===== config.mk =====
export PLATFORM = sky130hd
export DESIGN_NAME = length_xor_frame_deframer_flat
export DESIGN_NICKNAME = d
export VERILOG_FILES = /design/src/hdl/lxfd_pkg.sv /design/src/hdl/lxfd_stream_if.sv /design/src/hdl/length_xor_frame_deframer.sv /design/src/flat_wrapper.sv
export VERILOG_INCLUDE_DIRS = /design/src /design/src/hdl
export SDC_FILE = /design/constraint.sdc
export NUM_CORES = 1
export LEC_CHECK = 0
export BUFFER_PORTS_ARGS = -buffer_cell sky130_fd_sc_hd__buf_2
export CAP_MARGIN = 20
export CELL_PAD_IN_SITES_DETAIL_PLACEMENT = 1
export CELL_PAD_IN_SITES_GLOBAL_PLACEMENT = 1
export CORE_UTILIZATION = 25
export CTS_CLUSTER_DIAMETER = 120
export DETAILED_ROUTE_END_ITERATION = 7
export PLACE_DENSITY = 0.46
export SYNTH_ARGS = -nofsm -noshare
export SYNTH_HDL_FRONTEND = slang
export SYNTH_SLANG_ARGS = --single-unit

===== constraint.sdc =====
create_clock -name clk -period 8.1 [get_ports clk]
set_input_delay 0 -clock clk [delete_from_list [all_inputs] [get_ports clk]]
set_output_delay 0 -clock clk [all_outputs]
set_load 0.01 [all_outputs]

===== src/hdl/assert_macros.svh =====
// ----------------------------------------------------------------------------
// assert_macros.svh
// Shared assertion macros for the deframer RTL.
// ----------------------------------------------------------------------------
`ifndef ASSERT_MACROS_SVH
`define ASSERT_MACROS_SVH

// Property that must hold at every clock edge outside reset
`define ASSERT_ALWAYS(label, clk, rst_n, expr, msg) \
    label: assert property (@(posedge clk) disable iff (!rst_n) (expr)) else $error(msg);

// Condition in one cycle implies an expression in the next cycle
`define ASSERT_IMPLIES_NEXT(label, clk, rst_n, cond, expr, msg) \
    label: assert property (@(posedge clk) disable iff (!rst_n) (cond) |=> (expr)) \
        else $error(msg);

`endif


===== src/hdl/lxfd_pkg.sv =====
// ----------------------------------------------------------------------------
// lxfd_pkg
// Types and constants for the length/XOR frame deframer.
// ----------------------------------------------------------------------------
package lxfd_pkg;

    // Stream byte width
    localparam int BYTE_W = 8;

    // Configuration register file
    localparam int CFG_W     = 6;
    localparam int CFG_IDX_W = 1;

    localparam logic [CFG_IDX_W-1:0] REG_MIN_LEN = 1'b0;
    localparam logic [CFG_IDX_W-1:0] REG_MAX_LEN = 1'b1;

    localparam logic [CFG_W-1:0] MIN_LEN_RST = 6'd8;
    localparam logic [CFG_W-1:0] MAX_LEN_RST = 6'd40;

    // Shortest legal frame: length byte, one payload byte, check byte
    localparam logic [BYTE_W-1:0] LEN_FLOOR = 8'd3;

    // Default window depth
    localparam int WINDOW_DEPTH_DEF = 40;

    // Scan sequencer
    typedef enum logic [2:0] {
        ST_IDLE,
        ST_SCAN,
        ST_LEN,
        ST_CHECK,
        ST_EMIT
    } lxfd_state_t;

endpackage


===== src/hdl/lxfd_stream_if.sv =====
// ----------------------------------------------------------------------------
// lxfd_stream_if
// Valid/ready channels for the raw byte stream and the payload stream.
// ----------------------------------------------------------------------------

// Raw byte channel
interface lxfd_raw_if;
    logic                         valid;
    logic                         ready;
    logic [lxfd_pkg::BYTE_W-1:0]  in_byte;

    modport source (output valid, output in_byte, input ready);
    modport sink   (input valid, input in_byte, output ready);
endinterface

// Payload byte channel
interface lxfd_payload_if;
    logic                         valid;
    logic                         ready;
    logic [lxfd_pkg::BYTE_W-1:0]  payload_byte;
    logic                         end_of_frame;

    modport source (output valid, output payload_byte, output end_of_frame, input ready);
    modport sink   (input valid, input payload_byte, input end_of_frame, output ready);
endinterface


===== src/hdl/length_xor_frame_deframer.sv =====
// ----------------------------------------------------------------------------
// length_xor_frame_deframer
// Hunts for length-prefixed frames with an XOR check byte in a byte stream.
// ----------------------------------------------------------------------------
// Each request on raw is appended to a ring window of WINDOW_DEPTH bytes, then
// the front of the window is scanned: a length byte out of the configured
// bounds is dropped, a complete frame whose check byte matches the XOR of the
// length and payload bytes has its payload sent on frame (last byte flagged
// with end_of_frame) and is consumed, and a failed check drops only the
// front byte so the scan restarts one byte later. raw is ready only while
// the sequencer is idle. All window accesses go through one memory port and
// one shared address adder, one byte per cycle while frame is not stalled. After
// each accepted byte the sequencer fetches the front length byte (SCAN, LEN),
// drops it or returns to idle if the candidate is still incomplete; a complete
// candidate is checked byte by byte (CHECK) and, when it matches, its payload
// is read out (EMIT, held while frame is stalled) before the rescan. The window
// needs no clearing after reset.
// ----------------------------------------------------------------------------
`include "assert_macros.svh"

module length_xor_frame_deframer #(
    parameter int WINDOW_DEPTH = lxfd_pkg::WINDOW_DEPTH_DEF
) (
    input  logic                            clk,
    input  logic                            rst_n,
    input  logic                            cfg_we,
    input  logic [lxfd_pkg::CFG_IDX_W-1:0]  cfg_index,
    input  logic [lxfd_pkg::CFG_W-1:0]      cfg_data,
    lxfd_raw_if.sink                        raw,
    lxfd_payload_if.source                  frame
);

    localparam int AW = (WINDOW_DEPTH > 1) ? $clog2(WINDOW_DEPTH) : 1;
    localparam int CW = $clog2(WINDOW_DEPTH + 1);
    localparam int SW = CW + 1;
    localparam int BW = lxfd_pkg::BYTE_W;

    localparam logic [SW-1:0] DEPTH_S = SW'(WINDOW_DEPTH);
    localparam logic [CW-1:0] DEPTH_C = CW'(WINDOW_DEPTH);
    localparam logic [BW-1:0] DEPTH_B = BW'(WINDOW_DEPTH);
    localparam logic [CW-1:0] ONE_C   = CW'(1);
    localparam logic [CW-1:0] TWO_C   = CW'(2);

    // Registers
    lxfd_pkg::lxfd_state_t      state_reg, state_next;
    logic [AW-1:0]              head_reg, head_next;
    logic [CW-1:0]              fill_reg, fill_next;
    logic [CW-1:0]              k_reg, k_next;
    logic [CW-1:0]              len_reg, len_next;
    logic [BW-1:0]              chk_reg, chk_next;
    logic [lxfd_pkg::CFG_W-1:0] min_len_reg, max_len_reg;
    logic [BW-1:0]              rd_data_reg;
    logic                       out_valid_reg, out_valid_next;
    logic [BW-1:0]              out_byte_reg;
    logic                       out_eof_reg;

    // Window memory
    logic [BW-1:0]              window_mem [WINDOW_DEPTH];

    // Datapath controls
    logic [CW-1:0]              off;
    logic [SW-1:0]              addr_sum;
    logic [AW-1:0]              addr;
    logic                       rd_en;
    logic                       wr_en;
    logic                       load_out;
    logic                       raw_fire;
    logic                       slot_free;
    logic [BW-1:0]              lo_len;
    logic [BW-1:0]              hi_len;
    logic                       len_ok;
    logic                       len_short;
    logic                       chk_last;
    logic                       chk_match;
    logic                       emit_last;

    assign raw_fire  = raw.valid && raw.ready;
    assign slot_free = !out_valid_reg || frame.ready;

    // Effective length bounds
    assign lo_len = ({2'b00, min_len_reg} < lxfd_pkg::LEN_FLOOR) ? lxfd_pkg::LEN_FLOOR
                                                                  : {2'b00, min_len_reg};
    assign hi_len = ({2'b00, max_len_reg} > DEPTH_B) ? DEPTH_B : {2'b00, max_len_reg};

    // Scan decisions
    assign len_ok    = (rd_data_reg >= lo_len) && (rd_data_reg <= hi_len);
    assign len_short = {{(9 - CW){1'b0}}, fill_reg} < {1'b0, rd_data_reg};
    assign chk_last  = (k_reg == len_reg - ONE_C);
    assign chk_match = (chk_reg == rd_data_reg);
    assign emit_last = (k_reg == len_reg - TWO_C);

    // Shared ring address adder: head plus offset, wrapped once
    assign addr_sum = {{(SW - AW){1'b0}}, head_reg} + {1'b0, off};
    assign addr     = (addr_sum >= DEPTH_S) ? AW'(addr_sum - DEPTH_S) : AW'(addr_sum);

    // Next state
    always_comb
    begin
        state_next = state_reg;
        unique case (state_reg)
            lxfd_pkg::ST_IDLE:
            begin
                if (raw_fire)
                    state_next = lxfd_pkg::ST_SCAN;
            end
            lxfd_pkg::ST_SCAN:
            begin
                state_next = (fill_reg == '0) ? lxfd_pkg::ST_IDLE : lxfd_pkg::ST_LEN;
            end
            lxfd_pkg::ST_LEN:
            begin
                if (!len_ok)
                    state_next = lxfd_pkg::ST_SCAN;
                else if (len_short)
                    state_next = lxfd_pkg::ST_IDLE;
                else
                    state_next = lxfd_pkg::ST_CHECK;
            end
            lxfd_pkg::ST_CHECK:
            begin
                if (chk_last)
                    state_next = chk_match ? lxfd_pkg::ST_EMIT : lxfd_pkg::ST_SCAN;
            end
            lxfd_pkg::ST_EMIT:
            begin
                if (slot_free && emit_last)
                    state_next = lxfd_pkg::ST_SCAN;
            end
        endcase
    end

    // Datapath controls and next values
    always_comb
    begin
        head_next = head_reg;
        fill_next = fill_reg;
        k_next    = k_reg;
        len_next  = len_reg;
        chk_next  = chk_reg;
        off       = '0;
        rd_en     = 1'b0;
        wr_en     = 1'b0;
        load_out  = 1'b0;
        unique case (state_reg)
            lxfd_pkg::ST_IDLE:
            begin
                // Append at head + fill; a full window overwrites the front
                off = fill_reg;
                if (raw_fire)
                begin
                    wr_en = 1'b1;
                    if (fill_reg == DEPTH_C)
                        head_next = (head_reg == AW'(WINDOW_DEPTH - 1)) ? '0
                                                                         : head_reg + AW'(1);
                    else
                        fill_next = fill_reg + ONE_C;
                end
            end
            lxfd_pkg::ST_SCAN:
            begin
                // Fetch the candidate length byte
                off   = '0;
                rd_en = (fill_reg != '0);
            end
            lxfd_pkg::ST_LEN:
            begin
                off = ONE_C;
                if (!len_ok)
                begin
                    head_next = addr;
                    fill_next = fill_reg - ONE_C;
                end
                else if (!len_short)
                begin
                    len_next = rd_data_reg[CW-1:0];
                    chk_next = rd_data_reg;
                    k_next   = ONE_C;
                    rd_en    = 1'b1;
                end
            end
            lxfd_pkg::ST_CHECK:
            begin
                if (chk_last)
                begin
                    off = ONE_C;
                    if (chk_match)
                    begin
                        k_next = ONE_C;
                        rd_en  = 1'b1;
                    end
                    else
                    begin
                        head_next = addr;
                        fill_next = fill_reg - ONE_C;
                    end
                end
                else
                begin
                    off      = k_reg + ONE_C;
                    chk_next = chk_reg ^ rd_data_reg;
                    k_next   = k_reg + ONE_C;
                    rd_en    = 1'b1;
                end
            end
            lxfd_pkg::ST_EMIT:
            begin
                if (slot_free)
                begin
                    load_out = 1'b1;
                    if (emit_last)
                    begin
                        // Consume the whole frame
                        off       = len_reg;
                        head_next = addr;
                        fill_next = fill_reg - len_reg;
                    end
                    else
                    begin
                        off    = k_reg + ONE_C;
                        k_next = k_reg + ONE_C;
                        rd_en  = 1'b1;
                    end
                end
            end
        endcase
    end

    // Output slot valid
    always_comb
    begin
        if (load_out)
            out_valid_next = 1'b1;
        else if (frame.ready)
            out_valid_next = 1'b0;
        else
            out_valid_next = out_valid_reg;
    end

    // Control registers
    always_ff @(posedge clk or negedge rst_n)
    begin
        if (!rst_n)
        begin
            state_reg     <= lxfd_pkg::ST_IDLE;
            head_reg      <= '0;
            fill_reg      <= '0;
            out_valid_reg <= 1'b0;
        end
        else
        begin
            state_reg     <= state_next;
            head_reg      <= head_next;
            fill_reg      <= fill_next;
            out_valid_reg <= out_valid_next;
        end
    end

    // Configuration registers
    always_ff @(posedge clk or negedge rst_n)
    begin
        if (!rst_n)
        begin
            min_len_reg <= lxfd_pkg::MIN_LEN_RST;
            max_len_reg <= lxfd_pkg::MAX_LEN_RST;
        end
        else if (cfg_we)
        begin
            unique case (cfg_index)
                lxfd_pkg::REG_MIN_LEN: min_len_reg <= cfg_data;
                lxfd_pkg::REG_MAX_LEN: max_len_reg <= cfg_data;
            endcase
        end
    end

    // Scan working registers
    always_ff @(posedge clk)
    begin
        k_reg   <= k_next;
        len_reg <= len_next;
        chk_reg <= chk_next;
    end

    // Payload output register
    always_ff @(posedge clk)
    begin
        if (load_out)
        begin
            out_byte_reg <= rd_data_reg;
            out_eof_reg  <= emit_last;
        end
    end

    // Window memory write port
    always_ff @(posedge clk)
    begin
        if (wr_en)
            window_mem[addr] <= raw.in_byte;
    end

    // Window memory read port, data held until the next read
    always_ff @(posedge clk)
    begin
        if (rd_en)
            rd_data_reg <= window_mem[addr];
    end

    assign raw.ready          = (state_reg == lxfd_pkg::ST_IDLE);
    assign frame.valid        = out_valid_reg;
    assign frame.payload_byte = out_byte_reg;
    assign frame.end_of_frame = out_eof_reg;

    // Checks
    `ASSERT_ALWAYS(a_fill_bound, clk, rst_n, fill_reg <= DEPTH_C, "window fill exceeds depth")
    `ASSERT_IMPLIES_NEXT(a_busy_after_accept, clk, rst_n, raw.valid && raw.ready, !raw.ready && fill_reg != '0, "accepted byte not buffered")
    `ASSERT_ALWAYS(a_emit_in_frame, clk, rst_n, state_reg != lxfd_pkg::ST_EMIT || (len_reg >= CW'(3) && k_reg <= len_reg - TWO_C && len_reg <= fill_reg), "payload index outside frame")

endmodule

===== src/flat_wrapper.sv =====
// flat-port wrapper written by rule: the top's interface ports become plain ports
module length_xor_frame_deframer_flat 
#(
    parameter int WINDOW_DEPTH = lxfd_pkg::WINDOW_DEPTH_DEF
)
  (clk, rst_n, cfg_we, cfg_index, cfg_data, raw_valid, raw_in_byte, raw_ready, frame_valid, frame_payload_byte, frame_end_of_frame, frame_ready);
  lxfd_raw_if raw_i ();
  lxfd_payload_if frame_i ();
  input  logic clk;
  input  logic rst_n;
  input  logic cfg_we;
  input  logic [lxfd_pkg::CFG_IDX_W-1:0] cfg_index;
  input  logic [lxfd_pkg::CFG_W-1:0] cfg_data;
  input wire logic [$bits(raw_i.valid)-1:0] raw_valid;
  input wire logic [$bits(raw_i.in_byte)-1:0] raw_in_byte;
  output wire logic [$bits(raw_i.ready)-1:0] raw_ready;
  output wire logic [$bits(frame_i.valid)-1:0] frame_valid;
  output wire logic [$bits(frame_i.payload_byte)-1:0] frame_payload_byte;
  output wire logic [$bits(frame_i.end_of_frame)-1:0] frame_end_of_frame;
  input wire logic [$bits(frame_i.ready)-1:0] frame_ready;
  assign raw_i.valid = raw_valid;
  assign raw_i.in_byte = raw_in_byte;
  assign raw_ready = raw_i.ready;
  assign frame_valid = frame_i.valid;
  assign frame_payload_byte = frame_i.payload_byte;
  assign frame_end_of_frame = frame_i.end_of_frame;
  assign frame_i.ready = frame_ready;
  length_xor_frame_deframer #(.WINDOW_DEPTH(WINDOW_DEPTH)) u_core (.clk(clk), .rst_n(rst_n), .cfg_we(cfg_we), .cfg_index(cfg_index), .cfg_data(cfg_data), .raw(raw_i), .frame(frame_i));
endmodule

* Word-level counts from Yosys, hierarchy flattened
Memory sizes are Yosys's and may differ from the RTL's. A register that Yosys moved wholly into a read port is not among the register bits.
Index checks and enable logic that the tools add are counted.
** Word-level totals
- Input bits :: 20
- Bits in latches :: 0
- RAM bits :: 320
- Output and inout bits :: 11
- Logic and storage cells :: 131
- Flip-flop bits (word level) :: 57
- Memories kept :: 1
- ROM bits :: 0
** Memories
- u_core.window_mem :: words 40, width 8, read ports 1, clocked after Yosys merged registers in 1, write ports 1, line length_xor_frame_deframer.sv:58 : logic [BW-1:0] window_mem [WINDOW_DEPTH];
** Cells by class
- Order comparisons :: 6
- Bitwise logic cells :: 3
- Muxes and demuxes :: 58
- Equal/unequal tests :: 23
- Reductions and logical operators :: 20
- Multiply operators :: 0
- Divide/modulo/power cells :: 0
- $add $sub $neg :: 9
- Shifts and indexed selects :: 0
** Operator list (number)
- $mux 6 :: 27
- $pmux 6 s4 :: 2
- $pmux 6 s5 :: 1
- $mux 8 :: 3
- $add 6x1->6 const B :: 3
- $pmux 6 s3 :: 1
- $ne 2x2->1 const B :: 8
- $pmux 8 s2 :: 1
- $reduce_and 8->1 :: 2
- $mux 3 :: 5
- $pmux 3 s5 :: 1
- $mux 1 :: 14
- $eq 6x6->1 :: 2
- $eq 6x6->1 const B :: 2
- $sub 6x1->6 const B :: 2
- $ne 2x1->1 const B :: 5
- $eq 8x8->1 :: 1
- $ge 8x8->1 :: 1
- $le 8x8->1 :: 1
- $lt 6x8->1 :: 1
- $xor 8x8->8 :: 1
- $add 6x6->7 :: 1
- $ge 7x6->1 const B :: 1
- $eq 3x2->1 const B :: 2
- other kinds (24) :: 31

* Logic depth before layout (Yosys ltp)
- Word-level depth :: 11
- Depth in mapped cells :: 26
- Mapped depth without buffers :: 22

* Least setup slack after synthesis
OpenSTA, ideal clock, no wires.
- Path type :: reg2reg
- From :: register u_core.len_reg[1]
- To :: memory u_core.window_mem[16][0] (netlist bit), enable pin
- Stages on the path, launching flop included :: 24
- Required time :: 7729 ps
- Library setup time :: 371 ps
- Arrival :: 4955 ps
- Clock period less this slack :: 5325 ps
- Setup slack :: 2775 ps
- Buffers on the path :: 2
- Path through :: edfxtp_1 > inv_1 > ha_1 > and2_1 > a211oi_1 > o31ai_1 > nand4_1 > clkbuf_1 > nor2_1 > a21oi_1 > o21ai_0 > o21a_1 > ha_1 > fa_1 > nand3_1 > nand2_1 > xnor2_1 > ha_1 > inv_1 > a211o_1 > nand3_2 > clkbuf_1 > nand2_1 > nor2_1
** On the way
- Cells in the longest elaborated chain, start to end :: 8
- Elaborated cells between the ends (all ways) :: 12
- Those cells by class :: 4 x add/sub; 1 x order compare; 2 x eq/ne; 5 x mux
** Ends and longest elaborated chain
- start, declared :: line length_xor_frame_deframer.sv:49 : logic [CW-1:0] len_reg, len_next;
- start signal, assigned :: line length_xor_frame_deframer.sv:279 : len_reg <= len_next;
- $sub 6x2->6 :: line length_xor_frame_deframer.sv:90 : assign emit_last = (k_reg == len_reg - TWO_C);
- $eq 6x6->1 :: line length_xor_frame_deframer.sv:90
- $mux 6 :: line length_xor_frame_deframer.sv:210 : if (emit_last)
- $mux 6 :: line length_xor_frame_deframer.sv:207 : if (slot_free)
- $pmux 6 s5 * :: line length_xor_frame_deframer.sv:144 : unique case (state_reg)
- $add 6x6->7 * :: line length_xor_frame_deframer.sv:93 : assign addr_sum = {{(SW - AW){1'b0}}, head_reg} + {1'b0, off};
- $sub 6x6->6 or $ge 7x6->1 (tied branches) :: line length_xor_frame_deframer.sv:94 : assign addr = (addr_sum >= DEPTH_S) ? AW'(addr_sum - DEPTH_S) : AW'(addr_sum);
- $mux 6 * :: line length_xor_frame_deframer.sv:94
- end, declared :: line length_xor_frame_deframer.sv:58
Mark *: on every way between the ends. The rest lies on a longest branch, timed or not.

* Worst setup path after layout
- From :: register u_core.len_reg[1]
- To :: memory u_core.window_mem[26][0] (netlist bit), enable pin
** On the way
- Cells in the longest elaborated chain, start to end :: 8
- Elaborated cells between the ends (all ways) :: 12
- Those cells by class :: 4 x add/sub; 1 x order compare; 2 x eq/ne; 5 x mux
** Ends and longest elaborated chain
- $sub 6x2->6 * :: line length_xor_frame_deframer.sv:90
- $eq 6x6->1 * :: line length_xor_frame_deframer.sv:90
- net u_core.emit_last :: line length_xor_frame_deframer.sv:75 : logic emit_last;
- $mux 6 * :: line length_xor_frame_deframer.sv:210
- $mux 6 * :: line length_xor_frame_deframer.sv:207
- $pmux 6 s5 * :: line length_xor_frame_deframer.sv:144
- $add 6x6->7 * :: line length_xor_frame_deframer.sv:93
- $sub 6x6->6 or $ge 7x6->1 (tied branches) :: line length_xor_frame_deframer.sv:94
- $mux 6 * :: line length_xor_frame_deframer.sv:94
Mark *: on every way through the listed nets, which the timed path passes. The rest lies on a longest branch.

==> results.sh <==
export IMPL_setup_violations=0
export IMPL_cts_buffer_depth=3
export IMPL_die_h_um=263
export IMPL_worst_r2r_endpoint="u_core.window_mem[26][0]"
export IMPL_netlist_area_um2=17100
export IMPL_port_buffers=30
export IMPL_largest_reg_flops=320
export IMPL_dr_total_vias=10400
export IMPL_grt_max_degree=58
export IMPL_rows=95
export IMPL_ff2ff_setup_slack_ns=1.25
export IMPL_antenna_found_initial=1
export IMPL_yosys_area_top_type_share_pct=62.8
export IMPL_ys_seq_area_share_pct=66.9
export IMPL_cts_root_buf="clkbuf_16"
export IMPL_yosysMostFrequentCell="edfxtp_1"
export IMPL_cts_buffers=45
export IMPL_status="finished clean"
export IMPL_drv_slew=0
export IMPL_worst_pin_slew_ns=1.10
export IMPL_top_register="u_core.window_mem"
export IMPL_setup_worst_path_end="u_core.window_mem[26][0]"
export IMPL_max_slew_margin_pct=26.4
export IMPL_timing_final_crit_period_ns=6.85
export IMPL_ys_async_sr_fraction_pct=7.27
export IMPL_syn_nets=1268
export IMPL_wl_per_cell_um=23.4
export IMPL_die_w_um=263
export IMPL_ant_nets=0
export IMPL_critPathMaxFanout=12
export IMPL_gp_congestion=0.773
export IMPL_cap_violations=0
export IMPL_synthFlopType="edfxtp_1"
export IMPL_worstSkewPairLatency_ns=0.59
export IMPL_fmax_mhz=146
export IMPL_ios=31
export IMPL_n_fill_cell=7141
export IMPL_worst_ep_arrival_time_ns=7.06
export IMPL_start_util_pct=25.3
export IMPL_crit_start="u_core.len_reg[1]"
export IMPL_crit_required_ns=8.31
export IMPL_holdCritPathClass="input port to async pin"
export IMPL_worstRegToRegCells=20
export IMPL_n_antenna_cell=0
export IMPL_dieArea_um2=69400
export IMPL_rsz0062_at_grt="false"
export IMPL_grt_pass1_vias=10900
export IMPL_syn2layout_area_growth_pct=16.5
export IMPL_synth_edf_count=357
export IMPL_ys_warn_count=0
export IMPL_dp_hpwl_um=32400
export IMPL_avgSynthCellArea_um2=14.1
export IMPL_ys_types=71
export IMPL_routed_via_density=4.75
export IMPL_grt_use_total_pct=14.8
export IMPL_critPathLaunchType="flip-flop"
export IMPL_crit_path_end_kind="flip-flop"
export IMPL_hold_viol_final=0
export IMPL_grt_pass1_wl_um=75900
export IMPL_drt_first_pass_iters=5
export IMPL_drc=0
export IMPL_netlist_instances=1211
export IMPL_tns_ns=0
export IMPL_clkTransAtPathRegs_ns=0.06
export IMPL_ys_seq_elements=385
export IMPL_r2r_start="u_core.len_reg[1]"
export IMPL_cts_sink_count=385
export IMPL_htreeDepth=2
export IMPL_skew_ns=0.0259
export IMPL_synthTopCellsByCount="edfxtp_1 (357), nand2_1 (148), nor2_1 (103)"
export IMPL_drt_iter0_drc=744
export IMPL_gr_total_overflow=0
export IMPL_nets=1328
export IMPL_routed_wl_um=51000
export IMPL_synth_area_leaders="edfxtp_1 (63%), mux4_2 (5.3%), dfrtp_1 (3.7%)"
export IMPL_finalCritPeriodShare_pct=84.6
export IMPL_yosys_area_top_type="edfxtp_1"
export IMPL_core_area_um2=67400
export IMPL_critPathKind="flip-flop to flip-flop"
export IMPL_drive_gt1_share_pct=14.7
export IMPL_cts_tree="built"
==> cells by family (layout without fill, tap and decap cells) <==
kind of cell | after synthesis | count (layout) | synth area share (%)
multiplexers | 89 | 89 | 8.25
flip-flops | 385 | 385 | 66.9
XOR/XNOR | 41 | 41 | 2.15
adder cells (fa/ha/maj) | 37 | 37 | 2.80
AO/OA/AOI/OAI | 217 | 217 | 8.54
buffers and inverters | 87 | 181 | 2.08
AND/OR/NAND/NOR | 355 | 355 | 9.31
==> stage by stage <==
step	cells	instance area, µm²	hold WS [ns]	setup WS (ns)	util, %
3_5_place_dp	2078	18300	0.152	1.32	27.2
2_1_floorplan	1211	17100	-0.296	2.77	-
5_1_grt	2178	19900	0.100	0.743	29.5
6_report	2178	19900	0.0432	1.25	29.5
4_1_cts	2177	19900	0.0683	1.28	29.5
3_3_place_gp	2078	18300	0.142	1.40	27.2
==> cell usage in the layout, fill, tap and decap left out, types with 14 or more instances in the layout <==
cell type      Yosys  layout
a21oi_1           43      43
a221oi_1          14      14
a31oi_1           14      14
buf_2             13      30
buf_4              1      26
clkbuf_16          0      45
dfrtp_1           25      25
dlygate4sd3_1      0      18
edfxtp_1         357     357
ha_1              35      34
inv_1             25      25
mux2_2            15      15
mux2i_1           34      34
mux4_2            40      40
nand2_1          148     148
nand3_1           31      31
nor2_1           103     103
o211ai_1          17      17
o21ai_0           51      51
xnor2_1           32      31
==> area by class of cell <==
class | count | area (µm²) | area share (%)
Timing Repair Buffer | 75 | 533 | 2.68
Tap cell | 873 | 1090 | 5.49
Multi-Input combinational cell | 739 | 5350 | 26.9
Inverter | 25 | 93.8 | 0.471
Clock inverter | 28 | 255 | 1.28
Sequential cell | 385 | 11400 | 57.4
Clock buffer | 53 | 1160 | 5.81
==> repair_timing <==
item | in CTS | in global routing
hold buffers | 18 | 0
endpoints found under the setup margin | 0 | 0
resized for setup | 0 | 0
endpoints found under the hold margin | 41 | 0
setup buffers | 0 | 0
==> worst max-delay path: stages, from the launching register on <==
cell and delay, ns:
edfxtp_1 0.44, inv_1 0.11, ha_1 0.23, and2_1 0.18, o21a_1 0.18, o31ai_1 0.19, nand4_1 0.46, inv_1 0.25
o21ai_0 0.12, a32o_1 0.21, mux2_2 0.29, fa_4 0.55, nand3_1 0.14, nand2_1 0.11, xnor2_1 0.49, ha_1 0.37
inv_1 0.12, o31a_1 0.33, o32ai_2 0.51, nand2_1 0.48, nor2_1 0.68
==> routing by layer <==
layer | GRT usage (%) | share of wire [%] | vias up
met5 | 0 | 0 | -
met4 | 4.20 | 2.2 | 0
met3 | 2.10 | 3.3 | 68
met2 | 23.5 | 46 | 176
met1 | 20.9 | 48 | 5350
li1 | - | - | 4756
==> worst min-delay path by stage <==
| stage | startpoint | end | slack (ns) | depth (start not counted) |
|---|---|---|---|---|
| after floorplan | rst_n | u_core.fill_reg[0] | -0.30 | 0 |
| after global placement | rst_n | u_core.max_len_reg[4] | 0.14 | 1 |
| after detailed placement | rst_n | u_core.max_len_reg[4] | 0.15 | 1 |
| after CTS | rst_n | u_core.max_len_reg[4] | 0.07 | 2 |
| after global routing | rst_n | u_core.max_len_reg[4] | 0.10 | 2 |
| final | rst_n | u_core.max_len_reg[4] | 0.04 | 2 |
Power is left out: the tool's default activity adds up to more than one toggle a clock period on the data nets, which glitch-free logic cannot reach.
